**config.mk**
```make
export PLATFORM = sky130hd
export DESIGN_NAME = circular_queue_ring_buffer
export DESIGN_NICKNAME = d
export VERILOG_FILES = /design/src/cqrb_pkg.sv /design/src/cqrb_ctrl.sv /design/src/cqrb_dp.sv /design/src/circular_queue_ring_buffer.sv
export SDC_FILE = /design/constraint.sdc
export NUM_CORES = 1
export LEC_CHECK = 0
export ABC_AREA = 1
export ABC_CLOCK_PERIOD_IN_PS = 12590
export BUFFER_PORTS_ARGS = -buffer_cell sky130_fd_sc_hd__buf_4
export CAP_MARGIN = 20
export CORE_ASPECT_RATIO = 0.75
export CORE_MARGIN = 2
export CORE_UTILIZATION = 31
export CTS_BUF_LIST = sky130_fd_sc_hd__clkbuf_2 sky130_fd_sc_hd__clkbuf_4 sky130_fd_sc_hd__clkbuf_8
export DETAILED_ROUTE_END_ITERATION = 7
export HOLD_SLACK_MARGIN = 0.05
export SLEW_MARGIN = 10
export SYNTH_ARGS = -nofsm -noshare
export SYNTH_HDL_FRONTEND = slang
export SYNTH_SLANG_ARGS = --single-unit
export TNS_END_PERCENT = 50
```
**constraint.sdc**
```tcl
create_clock -name aclk -period 12.59 [get_ports aclk]
set_clock_uncertainty 0.2 [all_clocks]
set_input_delay 1.8885 -clock aclk [delete_from_list [all_inputs] [get_ports aclk]]
set_output_delay 1.8885 -clock aclk [all_outputs]
set_load 0.03 [all_outputs]
```
**src/cqrb_pkg.sv**
```systemverilog
// Package for the circular queue ring buffer.
// Holds field widths, request and status codes, and controller/datapath types.
// No dependencies.
`default_nettype none

package cqrb_pkg;

    localparam int DATA_W    = 32;
    localparam int REQ_W     = 2;
    localparam int STAT_W    = 2;
    localparam int CAP_W     = 5;
    localparam int MAX_OUT   = 16;

    localparam logic [CAP_W-1:0] CAP_RESET = 5'd5;

    localparam logic [STAT_W-1:0] STAT_OK    = 2'd0;
    localparam logic [STAT_W-1:0] STAT_FULL  = 2'd1;
    localparam logic [STAT_W-1:0] STAT_EMPTY = 2'd2;

    typedef enum logic [REQ_W-1:0] {
        REQ_INSERT   = 2'd0,
        REQ_DELETE   = 2'd1,
        REQ_TRAVERSE = 2'd2,
        REQ_NONE     = 2'd3
    } req_t;

    typedef enum logic {
        ST_IDLE,
        ST_SEND
    } state_t;

    typedef enum logic [2:0] {
        OP_NONE,
        OP_INSERT,
        OP_FULL,
        OP_EMPTY,
        OP_DELETE,
        OP_TRAV_FIRST,
        OP_TRAV_NEXT
    } op_t;

    typedef struct packed {
        logic empty;
        logic full;
        logic last;
    } dp_stat_t;

endpackage

`default_nettype wire

```
**src/cqrb_ctrl.sv**
```systemverilog
// Controller state machine for the circular queue ring buffer.
// Decodes requests into datapath operations and runs the handshakes.
// Depends on cqrb_pkg.
`default_nettype none

module cqrb_ctrl
    import cqrb_pkg::*;
(
    input  wire logic               aclk,
    input  wire logic               aresetn,
    input  wire logic               s_tvalid,
    output      logic               s_tready,
    input  wire logic [REQ_W-1:0]   s_tuser,
    output      logic               m_tvalid,
    input  wire logic               m_tready,
    input  wire dp_stat_t           stat,
    output      op_t                op
);

    state_t state_reg;
    state_t state_next;

    always_ff @(posedge aclk) begin
        if (!aresetn) begin
            state_reg <= ST_IDLE;
        end else begin
            state_reg <= state_next;
        end
    end

    always_comb begin
        state_next = state_reg;
        op         = OP_NONE;
        s_tready   = 1'b0;
        m_tvalid   = 1'b0;
        case (state_reg)
            ST_IDLE: begin
                s_tready = 1'b1;
                if (s_tvalid) begin
                    case (req_t'(s_tuser))
                        REQ_INSERT: begin
                            op         = (stat.empty || !stat.full) ? OP_INSERT : OP_FULL;
                            state_next = ST_SEND;
                        end
                        REQ_DELETE: begin
                            op         = stat.empty ? OP_EMPTY : OP_DELETE;
                            state_next = ST_SEND;
                        end
                        REQ_TRAVERSE: begin
                            op         = stat.empty ? OP_EMPTY : OP_TRAV_FIRST;
                            state_next = ST_SEND;
                        end
                        default: begin
                            op = OP_NONE;
                        end
                    endcase
                end
            end
            ST_SEND: begin
                m_tvalid = 1'b1;
                if (m_tready) begin
                    if (stat.last) begin
                        state_next = ST_IDLE;
                    end else begin
                        op = OP_TRAV_NEXT;
                    end
                end
            end
            default: begin
                state_next = ST_IDLE;
            end
        endcase
    end

endmodule

`default_nettype wire

```
**src/cqrb_dp.sv**
```systemverilog
// Datapath for the circular queue ring buffer.
// Slot memory, head/tail/traverse pointers, capacity register and result registers.
// Depends on cqrb_pkg.
`default_nettype none

module cqrb_dp
    import cqrb_pkg::*;
#(
    parameter int DEPTH = 16
)(
    input  wire logic                aclk,
    input  wire logic                aresetn,
    input  wire op_t                 op,
    input  wire logic [DATA_W-1:0]   s_tdata,
    input  wire logic                cfg_wen,
    input  wire logic [CAP_W-1:0]    cfg_wdata,
    output      dp_stat_t            stat,
    output      logic [STAT_W-1:0]   m_tuser,
    output      logic [DATA_W-1:0]   m_tdata,
    output      logic                m_tlast
);

    localparam int SLOTS = (DEPTH < MAX_OUT) ? DEPTH : MAX_OUT;
    localparam int IDX_W = (SLOTS > 1) ? $clog2(SLOTS) : 1;
    localparam logic [CAP_W-1:0] SLOTS_CAP = CAP_W'(SLOTS);

    logic [DATA_W-1:0] mem [SLOTS];

    logic [IDX_W-1:0]  head_reg, head_next;
    logic [IDX_W-1:0]  tail_reg, tail_next;
    logic [IDX_W-1:0]  ptr_reg, ptr_next;
    logic              empty_reg, empty_next;
    logic [CAP_W-1:0]  cap_reg, cap_next;
    logic [STAT_W-1:0] status_reg, status_next;
    logic              last_reg, last_next;
    logic              zero_reg, zero_next;
    logic [DATA_W-1:0] rd_data_reg;

    logic [CAP_W-1:0]  cap_eff;
    logic [IDX_W-1:0]  tail_wrap;
    logic [IDX_W-1:0]  head_wrap;
    logic [IDX_W-1:0]  ptr_wrap;
    logic              wr_en;
    logic [IDX_W-1:0]  wr_addr;
    logic              rd_en;
    logic [IDX_W-1:0]  rd_addr;

    function automatic logic [IDX_W-1:0] wrap_next(input logic [IDX_W-1:0] i,
                                                   input logic [CAP_W-1:0] cap);
        logic [CAP_W:0] nxt;
        nxt = (CAP_W+1)'(i) + 1'b1;
        if (nxt >= (CAP_W+1)'(cap)) begin
            wrap_next = '0;
        end else begin
            wrap_next = nxt[IDX_W-1:0];
        end
    endfunction

    always_comb begin
        if (cap_reg == '0) begin
            cap_eff = CAP_W'(1);
        end else if (cap_reg > SLOTS_CAP) begin
            cap_eff = SLOTS_CAP;
        end else begin
            cap_eff = cap_reg;
        end
    end

    assign tail_wrap = wrap_next(tail_reg, cap_eff);
    assign head_wrap = wrap_next(head_reg, cap_eff);
    assign ptr_wrap  = wrap_next(ptr_reg, cap_eff);

    assign stat.empty = empty_reg;
    assign stat.full  = (tail_wrap == head_reg);
    assign stat.last  = last_reg;

    assign m_tuser = status_reg;
    assign m_tdata = zero_reg ? '0 : rd_data_reg;
    assign m_tlast = last_reg;

    assign rd_addr = (op == OP_TRAV_NEXT) ? ptr_reg : head_reg;
    assign rd_en   = (op == OP_DELETE) || (op == OP_TRAV_FIRST) || (op == OP_TRAV_NEXT);
    assign wr_en   = (op == OP_INSERT);
    assign wr_addr = empty_reg ? '0 : tail_wrap;

    always_comb begin
        head_next   = head_reg;
        tail_next   = tail_reg;
        ptr_next    = ptr_reg;
        empty_next  = empty_reg;
        cap_next    = cap_reg;
        status_next = status_reg;
        last_next   = last_reg;
        zero_next   = zero_reg;
        case (op)
            OP_INSERT: begin
                if (empty_reg) begin
                    head_next  = '0;
                    tail_next  = '0;
                    empty_next = 1'b0;
                end else begin
                    tail_next = tail_wrap;
                end
                status_next = STAT_OK;
                last_next   = 1'b1;
                zero_next   = 1'b1;
            end
            OP_FULL: begin
                status_next = STAT_FULL;
                last_next   = 1'b1;
                zero_next   = 1'b1;
            end
            OP_EMPTY: begin
                status_next = STAT_EMPTY;
                last_next   = 1'b1;
                zero_next   = 1'b1;
            end
            OP_DELETE: begin
                if (head_reg == tail_reg) begin
                    empty_next = 1'b1;
                    head_next  = '0;
                    tail_next  = '0;
                end else begin
                    head_next = head_wrap;
                end
                status_next = STAT_OK;
                last_next   = 1'b1;
                zero_next   = 1'b0;
            end
            OP_TRAV_FIRST: begin
                ptr_next    = head_wrap;
                status_next = STAT_OK;
                last_next   = (head_reg == tail_reg);
                zero_next   = 1'b0;
            end
            OP_TRAV_NEXT: begin
                ptr_next    = ptr_wrap;
                status_next = STAT_OK;
                last_next   = (ptr_reg == tail_reg);
                zero_next   = 1'b0;
            end
            default: begin
                if (cfg_wen && empty_reg) begin
                    cap_next  = cfg_wdata;
                    head_next = '0;
                    tail_next = '0;
                end
            end
        endcase
    end

    always_ff @(posedge aclk) begin
        if (!aresetn) begin
            head_reg   <= '0;
            tail_reg   <= '0;
            ptr_reg    <= '0;
            empty_reg  <= 1'b1;
            cap_reg    <= CAP_RESET;
            status_reg <= STAT_OK;
            last_reg   <= 1'b1;
            zero_reg   <= 1'b1;
        end else begin
            head_reg   <= head_next;
            tail_reg   <= tail_next;
            ptr_reg    <= ptr_next;
            empty_reg  <= empty_next;
            cap_reg    <= cap_next;
            status_reg <= status_next;
            last_reg   <= last_next;
            zero_reg   <= zero_next;
        end
    end

    always_ff @(posedge aclk) begin
        if (wr_en) begin
            mem[wr_addr] <= s_tdata;
        end
        if (rd_en) begin
            rd_data_reg <= mem[rd_addr];
        end
    end

endmodule

`default_nettype wire

```
**src/circular_queue_ring_buffer.sv**
```systemverilog
// Circular queue ring buffer of signed 32-bit words, top level.
// Ties the controller (cqrb_ctrl) to the datapath (cqrb_dp); uses cqrb_pkg.
//
// Requests arrive on s_tuser (0 insert, 1 delete, 2 traverse, 3 ignored) with
// the insert word on s_tdata. Every request except an ignored one returns one
// beat, status on m_tuser (0 ok, 1 full, 2 empty), data on m_tdata and m_tlast
// high; a traverse of a nonempty queue returns one beat per stored word, oldest
// first, with m_tlast on the newest. The controller takes a request, then holds
// input off while it sends the results, reading one slot per beat through the
// single read port of the slot memory. capacity (cfg_wdata, reset 5) sets the
// wrap modulus, clamped to 1..min(DEPTH, 16); a write while the queue holds
// words is dropped. Slot storage is min(DEPTH, 16) words.
`default_nettype none

module circular_queue_ring_buffer
    import cqrb_pkg::*;
#(
    parameter int DEPTH = 16
)(
    input  wire logic                aclk,
    input  wire logic                aresetn,
    input  wire logic                s_tvalid,
    output      logic                s_tready,
    input  wire logic [DATA_W-1:0]   s_tdata,   // [31:0] data_in
    input  wire logic [REQ_W-1:0]    s_tuser,   // [1:0] req_type
    output      logic                m_tvalid,
    input  wire logic                m_tready,
    output      logic [DATA_W-1:0]   m_tdata,   // [31:0] data_out
    output      logic [STAT_W-1:0]   m_tuser,   // [1:0] status
    output      logic                m_tlast,
    input  wire logic                cfg_wen,
    input  wire logic [CAP_W-1:0]    cfg_wdata
);

    op_t      op;
    dp_stat_t stat;

    cqrb_ctrl u_ctrl (
        .aclk     (aclk),
        .aresetn  (aresetn),
        .s_tvalid (s_tvalid),
        .s_tready (s_tready),
        .s_tuser  (s_tuser),
        .m_tvalid (m_tvalid),
        .m_tready (m_tready),
        .stat     (stat),
        .op       (op)
    );

    cqrb_dp #(
        .DEPTH (DEPTH)
    ) u_dp (
        .aclk      (aclk),
        .aresetn   (aresetn),
        .op        (op),
        .s_tdata   (s_tdata),
        .cfg_wen   (cfg_wen),
        .cfg_wdata (cfg_wdata),
        .stat      (stat),
        .m_tuser   (m_tuser),
        .m_tdata   (m_tdata),
        .m_tlast   (m_tlast)
    );

endmodule

`default_nettype wire
```
* Word level (Yosys, flattened, before mapping) *
Memory sizes are Yosys's and may differ from the RTL's. A register that Yosys moved wholly into a read port is not among the register bits.
Cells that the tools add are included.

storage, ports and cells
  latch bits = 0
  flip-flop bits (word level) = 23
  RAM bits = 512
  memories = 1
  memory bits (read-only) = 0

cells by class
  bitwise gates (word level) = 3
  $lt $le $gt $ge = 4
  $add $sub $neg = 3
  eq/ne operators = 13
  multipliers = 0
  reduce and logical (&&, ||, !) cells = 24
  div/mod/pow operators = 0
  shift-type cells = 0
  multiplexer cells = 37

memory list
  memory    words  width  rd ports  clocked after Yosys merged registers in  write ports  line           source
  u_dp.mem  16     32     1         1                                        1            cqrb_dp.sv:27  logic [DATA_W-1:0] mem [SLOTS];

operators by type and width
  kind                 count
  $mux 4               9
  $mux 32              1
  $pmux 4 s3           2
  $ge 6x5->1           3
  $add 4x1->5 const B  3
  $mux 3               5
  $eq 4x4->1           3
  $reduce_or 4->1      3
  $mux 5               2
  $eq 3x3->1 const B   3
  $mux 1               9
  $pmux 3 s3           1
  $reduce_bool 3->1    3
  $reduce_or 3->1      3
  $pmux 4 s2           1
  $eq 3x2->1 const B   2
  $pmux 1 s2           3
  $pmux 2 s3           1
  $pmux 3 s2           1
  $reduce_and 3->1     2
  $reduce_bool 2->1    3
  $reduce_or 6->1      1
  $gt 5x5->1 const B   1
  $logic_not 5->1      1
  other kinds (13)     18

* Longest topological paths before layout *
Gate-level depths: netlist (run 1).

  depth in word-level cells = 16
  mapped depth = 23
  depth with buffers taken out = 23

* Cells and area by module *
Synthesis (run 1) repeated with hierarchy kept, for this count alone.

unflattened totals
  cells, all modules = 2040
  area total of the unflattened synthesis = 23905.4 um^2

modules (own cells, without submodules)
  module     cells each  times used  area an instance (um^2)
  cqrb_dp    2015        1           23781.6
  cqrb_ctrl  25          1           123.9

* Least setup slack after synthesis (run 1) *
Ideal clock, no wire load.

  path kind = input port to flip-flop
  start point = input port s_tvalid
  end point = memory u_dp.mem[10][0] (enable)
  buffers on the path = 0
  data arrival time = 4.710 ns
  setup slack = 7.259 ns
  cell stages on the path = 11
  required time = 11.969 ns
  cells stage by stage = inv_1 > nor2_1 > nand2_1 > nor3_1 > nor2_1 > inv_1 > nor2_4 > nand3_2 > inv_2 > nand3_1 > nor2_1

between the ends
  word-level cells in the longest chain between the ends = 5

ends and longest elaborated chain
  what                          line                              source
  start: declaration            circular_queue_ring_buffer.sv:22  input wire logic s_tvalid,
  $mux 3                        cqrb_ctrl.sv:39                   if (s_tvalid) begin
  $pmux 3 s2                    cqrb_ctrl.sv:36                   case (state_reg)
  $eq 3x1->1                    cqrb_dp.sv:83                     assign wr_en = (op == OP_INSERT);
  $mux 1                        cqrb_dp.sv:175                    if (wr_en) begin
  $mux 1 (implied by the code)  cqrb_dp.sv:176                    mem[wr_addr] <= s_tdata;
  end: declaration              cqrb_dp.sv:27

No other way between the ends.

* Worst setup path after layout (run 1) *
  start point = input port m_tready
  end point = register u_dp.rd_data_reg[20] (read register of u_dp.mem), data pin

between the ends
  word-level cells in the longest chain between the ends = 5
  elaborated cells on any way between the ends = 8
  classes of those cells = eq/ne (3); mux (3); reduce/logical (2)

ends and longest elaborated chain
  what                            line                              source
  start: declaration              circular_queue_ring_buffer.sv:27  input wire logic m_tready,
  $mux 3 *                        cqrb_ctrl.sv:61                   if (m_tready) begin
  $pmux 3 s2 *                    cqrb_ctrl.sv:36
  $eq 3x3->1                      cqrb_dp.sv:82                     assign rd_en = (op == OP_DELETE) || (op == OP_TRAV_FIRST) || (op == OP_TRAV_NEXT);
  $logic_or 1x1->1 (2 in series)  cqrb_dp.sv:82
  end: declaration                cqrb_dp.sv:37                     logic [DATA_W-1:0] rd_data_reg;

Every way passes the cells marked *; elsewhere a longest branch is shown, timed or not.
A chain may end at the register's enable or synchronous reset.

==> summary.md, run 1 <==
| Metric | Value |
|---|---|
| Syn. warnings | `0` |
| M1 WL | `25,600 microns` |
| Fmax | `220 MHz` |
| Worst endpoint required time | `12.80 ns` |
| CTS Buffer Depth | `3` |
| CP max stage cell | `inv_2` |
| Ys flop type | `edfxtp_1` |
| Netlist cell types | `50` |
| Worst setup slack after layout | `8.04 ns` |
| Met3 WL post-DR | `3590 microns` |
| Post-DR vias/cell | `4.96` |
| Pwr/cell area | `155 nW/um^2` |
| Routability cong. | `0.851` |
| Unrepaired setup endpoints after global routing | `false` |
| FP Rows | `87` |
| Root Driver | `clkbuf_8` |
| Pre-Repair DR Iteration Count | `5` |
| Dpl hpwl | `28,300 microns` |
| Area of the multi-input gates | `5830 sq um` |
| Minimum setup slack after placement | `7.35 ns` |
| Total congestion overflow | `0` |
| Post-Synthesis Cell Area | `23,300 sq um` |
| Seq pwr share | `0.512` |
| Run status | `finished, final reports clean` |
| Syn_nets | `1,955` |
| Fin. max-slew vios | `0` |
| Relative slew slack | `0.216` |
| Total core area | `74,900 sq um` |
| Crit. End Element | `flop` |
| Sequential fraction of the synthesis area | `0.720` |
| Initial antenna violation count | `1` |
| Peak VDD IR | `79.5 uV` |
| Tcrit/Tclk final | `0.361` |
| Num CTS Buffers | `88` |
| First-pass GRT wire length | `88,400 microns` |
| Max_cap viols | `0` |
| Die height | `242 microns` |
| Post-CTS setup buffer count | `0` |
| Post-synth top area share | `0.700` |
| Seq cells post-synth | `567` |
| Chip Width | `321 microns` |
| Vias in the first global route | `14,500` |
| Critical path's top delay family | `buffers and inverters` |
| Cts hold-fix bufs | `0` |
| Most common cell on crit path | `buf_4` |
| Crit-path cells | `buf_4 -> inv_2 -> nor3_4 -> inv_4 -> nand2_1 -> o21ai_4 -> buf_4 -> inv_2 -> buf_4 -> o21ai_0 -> o221ai_1 -> o21ai_1` |
| Worst-path fanout max | `35` |
| Ys async rst share | `0` |
| Maximum number of pins on one net before global-route repair | `257` |
| Worst Max-Slew Pin Slew | `1.18 ns` |
| Layout cells sized above 1 | `0.148` |
| Leakage | `8.93 nW` |
| Final Hold Vio Count | `0` |
| Comb power frac | `0.129` |
| CTS tree | `yes` |
| Routed wire length | `58,400 microns` |
| N_diodes | `0` |
| Cells after Synth | `1,893` |
| Post-synth EDFFs | `544` |
| Total track usage | `0.149` |
| Main area contributors after synthesis | `edfxtp_1 70%, nor2_1 7.7%, o21ai_0 4.4%` |
| Largest area contributor in the netlist | `edfxtp_1` |
| Nets | `2,038` |
| Hold/Removal Path Class | `flop to flop` |
| Clock share of power | `0.358` |
| Syn Area/Cell | `12.3 sq um` |
| Met2 Wirelength | `28,300 microns` |
| Initial DRC Count | `1,610` |
| I/O Buffers | `80` |
| # DRC | `0` |
| Resized cells post-CTS | `0` |
| Synth-to-Final Area Change | `14.5%` |
| WP data arrival | `4.76 ns` |
| # clock sinks | `567` |
| Setup violators final | `0` |
| Total number of vias | `15,000` |
| Critical path buffers and inverters | `6` |
| Drt wl/cell | `19.3 microns` |
| Largest register FFs | `512` |
| Net switching power | `1.11 mW` |
| Post-DRT Antenna Nets | `0` |
| Die area | `77,500 sq um` |
| Most instantiated library cell after synthesis | `edfxtp_1` |
| Post-route minimum period | `4.55 ns` |
| Nature of the critical path startpoint | `input pin` |
| Clk Latency, worst-skew pair | `0.69 ns` |
| Setup TNS | `0 ns` |
| Fill cells | `7,222` |
| Internal | `3.04 mW` |
| CP peak stage delay | `0.59 ns` |
| Top post-synthesis cells by count | `544 x edfxtp_1, 478 x nor2_1, 204 x o21ai_0` |
| Worst Path Class, Setup | `input pin to flop` |
| Initial Util | `0.312` |
| Number of H-tree levels | `3` |
| Storage element area | `16,800 sq um` |
| Io pins | `81` |
| Highest routed layer | `met5` |
| Switching Share | `0.268` |
| Register clock-pin slew on the reported worst setup and hold paths | `0.06 ns` |
[cells by family (layout without fill, tap and decap cells)]
group,Yosys count,after routing,synth area share
AOI/OAI and AO/OA,440,440,0.111
xor gates and xnor gates,11,11,0.00526
adders and majority gates,18,18,0.00965
buffers and inverters,201,350,0.0365
DFF,567,567,0.720
and+or+nand+nor,656,656,0.118
[cells in the final DEF, fill, tap and decap left out, types with 2 or more instances in the layout]
| cell | netlist | layout |
|---|---|---|
| nor2_4 | 2 | 18 |
| nand3_2 | 4 | 4 |
| nor2_1 | 478 | 466 |
| o221ai_1 | 27 | 27 |
| edfxtp_1 | 544 | 544 |
| inv_1 | 79 | 78 |
| buf_4 | 5 | 104 |
| o21a_1 | 2 | 2 |
| inv_12 | 0 | 2 |
| clkinv_2 | 0 | 14 |
| o21ai_1 | 105 | 103 |
| clkinv_1 | 1 | 19 |
| o32ai_1 | 37 | 37 |
| a21oi_1 | 15 | 15 |
| xor2_1 | 5 | 5 |
| nand2_2 | 6 | 6 |
| o21ai_0 | 204 | 204 |
| ha_1 | 18 | 18 |
| nand3_1 | 19 | 19 |
| dfxtp_1 | 23 | 22 |
| nand2_4 | 4 | 4 |
| nor2_2 | 6 | 2 |
| nand2_1 | 83 | 83 |
| clkbuf_4 | 0 | 27 |
| buf_12 | 0 | 2 |
| nor3_1 | 29 | 29 |
| nand3_4 | 3 | 3 |
| inv_2 | 7 | 7 |
| xnor2_1 | 4 | 4 |
| o211ai_1 | 41 | 41 |
| clkinv_8 | 0 | 3 |
| o21ai_4 | 0 | 4 |
| clkbuf_8 | 0 | 88 |
| nand4_1 | 15 | 15 |
[power groups by stage]
| stage | logic [mW] | registers (mW) | clock network (mW) |
|---|---|---|---|
| detailed placement | 0.536 | 2.17 | 0 |
| finish | 0.536 | 2.13 | 1.49 |
| global route | 0.606 | 2.13 | 1.61 |
| CTS | 0.537 | 2.13 | 1.52 |
| floorplan | 0.382 | 2.16 | 0 |
| global placement | 0.522 | 2.16 | 0 |
[worst reg2reg max path: stages (launching register included)]
cell and delay (ns):
dfxtp_1 0.54, ha_1 0.35, nand2_1 0.08, nor2_1 0.12
ha_1 0.28, and3_4 0.21, nand2_4 0.09, nand3_1 0.22
xor2_2 0.23, nand3_2 0.12, nand2_4 0.08, nor2_4 0.16
nand3_2 0.14, inv_2 0.15, nand3_1 0.33, nor2_4 0.18
buf_4 0.61
[area by class of cell]
class                   count  area share
clock buffers             115      0.0529
clock inverters            41      0.0104
inverters                  88      0.0127
multi-input cells        1125       0.218
flip-flops and latches    567       0.629
well taps                 979      0.0459
repair buffers            106      0.0307
[metrics by stage]
step	instance area [sq um]	util	total power [mW]	std cells	hold WS, ns
floorplan	23300	-	2.54	1893	0.245
global placement	25000	0.334	2.69	2865	0.258
detailed placement	25000	0.334	2.70	2865	0.259
CTS	26700	0.357	4.19	3021	0.269
global route	26700	0.357	4.34	3021	0.283
finish	26700	0.357	4.15	3021	0.266
[layer usage]
metal  track usage  vias up
met5             0        -
met4        0.0385        2
met3        0.0306       83
met2         0.249      475
met1         0.198     7407
li1              -     7008
[final timing paths]
path	from	to	slack [ns]	cells past startpoint
max reg2reg	u_dp.tail_reg[0]	u_dp.mem[3][31]	8.08	16
min reg2reg	u_dp.m_tuser[1]	u_dp.m_tuser[1]	0.27	2
max	m_tready	u_dp.rd_data_reg[20]	8.04	12
min	u_dp.m_tuser[1]	u_dp.m_tuser[1]	0.27	2
No activity file was read; power rests on OpenSTA's default activity.
==> run 2, diff against run 1 <==
- ABC_CLOCK_PERIOD_IN_PS: 12590 -> 4000
- clock period: 12.59 -> 4 ns (I/O delays scaled with it)
==> run 2 against run 1 <==
Against the previous run: die area unchanged; count of clock-buffer cells in the layout increased by 6; sequential share of layout area decreased by 2.2 points; via count increased by 3.5%; largest cell class unchanged; cell count increased by 2.5%; first-iteration DRC count increased by 8.0%; utilization increased by 1.3 points; combinational power increased to 3.7 times the previous value.
==> summary.md, run 2 (synthesized netlist as in run 1, its figures left out) <==
| Metric | Value |
|---|---|
| Run status | `finished, final reports clean` |
| Cell area after placement | `25,600 sq um` |
| CTS tree | `yes` |
| Post-route total power | `13.5 mW` |
| Total number of vias | `15,500` |
| Total core area | `74,900 sq um` |
| Most frequent cells in the layout | `544 x edfxtp_1, 466 x nor2_1, 204 x o21ai_0` |
| I/O Buffers | `80` |
| Register clock-pin slew on the reported worst setup and hold paths | `0.06 ns` |
| Die area | `77,500 sq um` |
| Routability cong. | `0.873` |
| Total track usage | `0.156` |
| Layout cells sized above 1 | `0.166` |
| # DRC | `0` |
| Worst Max-Slew Pin Slew | `0.764 ns` |
| Leakage | `9.39 nW` |
| Largest register FFs | `512` |
| Number of H-tree levels | `3` |
| Fill cells | `7,216` |
| Unrepaired setup endpoints after global routing | `false` |
| Dpl cells | `2,910` |
| Peak VDD IR | `259 uV` |
| Cell Count, Final, Fillers Out | `3,097` |
| Dpl hpwl | `37,800 microns` |
| Total congestion overflow | `0` |
| Initial DRC Count | `1,738` |
| Crit. End Element | `flop` |
| Final Hold Vio Count | `0` |
| Final core occ | `0.370` |
| Worst endpoint required time | `4.16 ns` |
| Vias in the first global route | `15,100` |
| FP Rows | `87` |
| Io pins | `81` |
| Routed wire length | `61,400 microns` |
| Fin. max-slew vios | `0` |
| Setup violators final | `0` |
| Worst Path Class, Setup | `flop to flop` |
| Chip Width | `321 microns` |
| Max_cap viols | `0` |
| Nature of the critical path startpoint | `flop` |
| Pwr/cell area | `486 nW/um^2` |
| Hold WS | `0.0902 ns` |
| Nets | `2,115` |
| Hold/Removal Path Class | `input pin to flop` |
| Post-route minimum period | `3.74 ns` |
| Clk Latency, worst-skew pair | `0.69 ns` |
| Relative slew slack | `0.491` |
| Root Driver | `clkbuf_8` |
| Setup TNS | `0 ns` |
| Commonest non-fill, non-tap cell in the layout | `edfxtp_1` |
| Num CTS Buffers | `86` |
| Fmax | `268 MHz` |
| Post-CTS setup buffer count | `0` |
| Post-DRT Antenna Nets | `0` |
| Synth-to-Final Area Change | `18.7%` |
| First-pass GRT wire length | `93,300 microns` |
| Initial antenna violation count | `1` |
| Tcrit/Tclk final | `0.934` |
| Post-DR vias/cell | `5.01` |
| WP data arrival | `3.89 ns` |
| Die height | `242 microns` |
| Maximum number of pins on one net before global-route repair | `116` |
| Design area | `27,700 sq um` |
| Drt wl/cell | `19.8 microns` |
| Worst-path fanout max | `19` |
| Pre-Repair DR Iteration Count | `5` |
| # clock sinks | `567` |
| Minimum setup slack after placement | `0.205 ns` |
| Worst setup slack after layout | `0.262 ns` |
| Initial Util | `0.312` |
| CTS Buffer Depth | `3` |
## run 2: changes by cell type in the layout (fill, tap and decap cells not counted), sizes merged
cell         previous run  this run
dlygate4sd3             0        33
diode                   0         1
buf                   106       152
clkbuf                115       121
bufinv                  1         2
inv                    90        93
clkinv                 37        23
## run 2: path summary, 6_finish.rpt
path                            slack (ns)  cells after the start        startpoint               end
worst max register to register        0.26                     17  u_dp.tail_reg[1]   u_dp.mem[9][29]
worst max-delay path                  0.26                     17  u_dp.tail_reg[1]   u_dp.mem[9][29]
worst min-delay path                  0.09                      1       s_tdata[22]  u_dp.mem[15][22]
worst min register to register        0.27                      2   u_dp.m_tuser[1]   u_dp.m_tuser[1]
## run 2: cell type report
type / instances / area, sq um / share of cell area
Timing Repair Buffer: 185 / 1770 / 0.0640
Sequential cell: 567 / 16800 / 0.607
Clock inverter: 31 / 241 / 0.00872
Inverter: 88 / 338 / 0.0122
Clock buffer: 121 / 1480 / 0.0534
Multi-Input combinational cell: 1125 / 5830 / 0.211
Tap cell: 979 / 1220 / 0.0442
Antenna cell: 1 / 2.50 / 0.0000904
## run 2: repair_timing
action	CTS	global route
endpoints found under the setup margin	0	58
hold buffers	33	0
resized for setup	0	3
hold endpoints to repair	347	0
## run 2: worst max-delay path, cell delays in order, from the launching register on
cell and delay, ns:
dfxtp_1 0.45, ha_1 0.30, nand2_1 0.07, nor2_1 0.10, ha_1 0.28, and3_4 0.21, nand2_4 0.09, nand3_1 0.14
xor2_2 0.19, nand3_2 0.12, nand2_4 0.07, nor2_4 0.14, nand3_2 0.14, inv_2 0.15, nand2_2 0.07, or2_4 0.30
nor2_4 0.11, buf_6 0.26
## run 2: report_power, final
part / internal, mW / total, mW / switching (mW)
Sequential: 6.63 / 6.68 / 0.0540
Clock: 2.54 / 4.82 / 2.28
Combinational: 0.618 / 1.96 / 1.34
## run 2: routing by layer
layer,vias to the layer above,wire (microns),track usage
met5,-,0,0
met4,0,1430,0.0447
met3,112,3550,0.0263
met2,536,28900,0.251
met1,7693,27500,0.219
li1,7165,-,-
==> run 3, diff against run 2 <==
- CORE_ASPECT_RATIO: 0.75 -> 1.75
==> run 3 against run 2 <==
Against the previous run: wire length grew 0.48%; non-clock buffer count grew 8; critical endpoint is now u_dp.mem[1][20]; critical path type unchanged; die area is essentially flat.
==> summary.md, run 3 (synthesized netlist as in run 1, its figures left out) <==
| Metric | Value |
|---|---|
| Commonest non-fill, non-tap cell in the layout | `edfxtp_1` |
| Drt wl/cell | `20.2 microns` |
| First-pass GRT wire length | `93,800 microns` |
| Crit-path cells | `ha_1 -> nand2_1 -> nor2_1 -> ha_1 -> and3_4 -> nand2_4 -> nand3_1 -> xor2_2 -> nand3_2 -> nand2_4 -> nor2_4 -> nand3_2 -> inv_2 -> nand2_2 -> or2_4 -> nor2_4 -> buf_4` |
| Fmax | `265 MHz` |
| Worst endpoint required time | `4.17 ns` |
| CP max stage cell | `dfxtp_1` |
| CTS Buffer Depth | `3` |
| Most frequent cells in the layout | `544 x edfxtp_1, 466 x nor2_1, 204 x o21ai_0` |
| Setup crit end | `u_dp.mem[1][20]` |
| Critical path origin | `u_dp.tail_reg[1]` |
| # clock sinks | `567` |
| Switching Share | `0.269` |
| Seq pwr share | `0.503` |
| Total congestion overflow | `0` |
| Reg2Reg Setup Slack | `0.23 ns` |
| Final Hold Vio Count | `0` |
| Io pins | `81` |
| Synth-to-Final Area Change | `18.7%` |
| Tcrit/Tclk final | `0.942` |
| Pre-Repair DR Iteration Count | `5` |
| R2R cell count | `17` |
| Total core area | `74,900 sq um` |
| Relative slew slack | `0.300` |
| # DRC | `0` |
| Hold/Removal Path Class | `input pin to flop` |
| I/O Buffers | `80` |
| CTS tree | `yes` |
| Dpl hpwl | `38,400 microns` |
| Worst-path fanout max | `15` |
| Die area | `77,600 sq um` |
| Post-DRT Antenna Nets | `0` |
| Critical path buffers and inverters | `2` |
| Fill cells | `7,143` |
| Maximum number of pins on one net before global-route repair | `115` |
| Nature of the critical path startpoint | `flop` |
| Post-DR vias/cell | `5.01` |
| Routability cong. | `0.903` |
| Total track usage | `0.160` |
| Nets | `2,115` |
| Layout cells sized above 1 | `0.159` |
| Worst Path Class, Setup | `flop to flop` |
| Routed wire length | `61,700 microns` |
| Clk Latency, worst-skew pair | `0.70 ns` |
| Final core occ | `0.370` |
| Critical path's top delay family | `simple AND/OR/NAND/NOR gates` |
| Worst r2r src | `u_dp.tail_reg[1]` |
| Num CTS Buffers | `78` |
| Register clock-pin slew on the reported worst setup and hold paths | `0.07 ns` |
| Initial antenna violation count | `1` |
| Net switching power | `3.58 mW` |
| Critical Path Stages | `17` |
| Initial Util | `0.312` |
| Total number of vias | `15,300` |
| Max_cap viols | `0` |
| Unrepaired setup endpoints after global routing | `true` |
| Vias in the first global route | `15,600` |
| Worst Max-Slew Pin Slew | `1.05 ns` |
| Initial DRC Count | `1,379` |
| Root Driver | `clkbuf_8` |
| FP Rows | `133` |
| Run status | `finished, final reports clean` |
| Pwr/cell area | `480 nW/um^2` |
| Design area | `27,700 sq um` |
| Crit. End Element | `flop` |
| Setup violators final | `0` |
| Post-route minimum period | `3.77 ns` |
| Fin. max-slew vios | `0` |
| Capturing point of the worst reg2reg path | `u_dp.mem[1][20]` |
| Clock share of power | `0.350` |
| Comb power frac | `0.147` |
| WP data arrival | `3.94 ns` |
| Chip Width | `211 microns` |
| Hold WS | `0.0990 ns` |
| Leakage | `9.36 nW` |
| Number of H-tree levels | `3` |
| Largest register FFs | `512` |
| Die height | `367 microns` |
| CP peak stage delay | `0.46 ns` |
| Internal | `9.71 mW` |
| Peak VDD IR | `222 uV` |
| Cell area after placement | `25,700 sq um` |
-- run 3: cell count changes in the layout (fill, tap and decap cells not counted), moves of 3 or more --
cell,before,now
clkinv_1,12,15
dlygate4sd3_1,33,43
clkbuf_4,30,20
buf_4,126,119
clkinv_2,9,12
buf_12,23,30
inv_8,4,1
bufinv_16,2,6
clkbuf_8,91,80
-- run 3: worst min-delay path by stage --
stage	startpoint	endpoint	cells past startpoint
global placement	u_dp.m_tuser[1]	u_dp.m_tuser[1]	2
global route	s_tdata[28]	u_dp.mem[2][28]	1
floorplan	u_dp.cap_reg[1]	u_dp.cap_reg[1]	2
detailed placement	u_dp.m_tuser[1]	u_dp.m_tuser[1]	2
finish	s_tdata[28]	u_dp.mem[2][28]	1
CTS	s_tuser[1]	u_ctrl.state_reg	4
-- run 3: metal layers --
| layer | GRT usage | routed length, microns |
|---|---|---|
| met3 | 0.0251 | 3280 |
| met5 | 0 | 0 |
| met1 | 0.189 | 24200 |
| met4 | 0.0676 | 1940 |
| met2 | 0.287 | 32200 |
-- run 3: what timing repair did --
action | CTS | global route
hold endpoints to repair | 437 | 0
hold buffers | 43 | 0
endpoints found under the setup margin | 0 | 118
setup buffers | 0 | 0
resized for setup | 0 | 3
-- run 3: stage by stage --
stage | setup WS (ns) | TNS [ns] | std cells | power [mW]
finish | 0.233 | 0 | 3057 | 13.3
global route | -0.000502 | -0.000502 | 3057 | 13.8
CTS | 0.102 | 0 | 3056 | 13.4
detailed placement | 0.162 | 0 | 2875 | 8.74
global placement | 0.224 | 0 | 2875 | 8.72
floorplan | -0.365 | -134.48 | 1893 | 7.99
-- run 3: area by class of cell --
type,count,area [sq um],area share
clock buffer,100,1250,0.0452
inverter,88,338,0.0122
tap,945,1180,0.0427
sequential,567,16800,0.607
timing repair buffer,193,1940,0.0699
clock inverter,38,344,0.0124
multi-input combinational,1125,5830,0.211
antenna,1,2.50,0.0000904
-- run 3: power by group through the flow --
stage / logic (mW) / registers, mW / clock network (mW)
2_1_floorplan: 1.20 / 6.79 / 0
3_3_place_gp: 1.90 / 6.81 / 0
3_5_place_dp: 1.93 / 6.82 / 0
4_1_cts: 1.97 / 6.69 / 4.77
5_1_grt: 2.16 / 6.69 / 4.99
6_report: 1.95 / 6.69 / 4.65
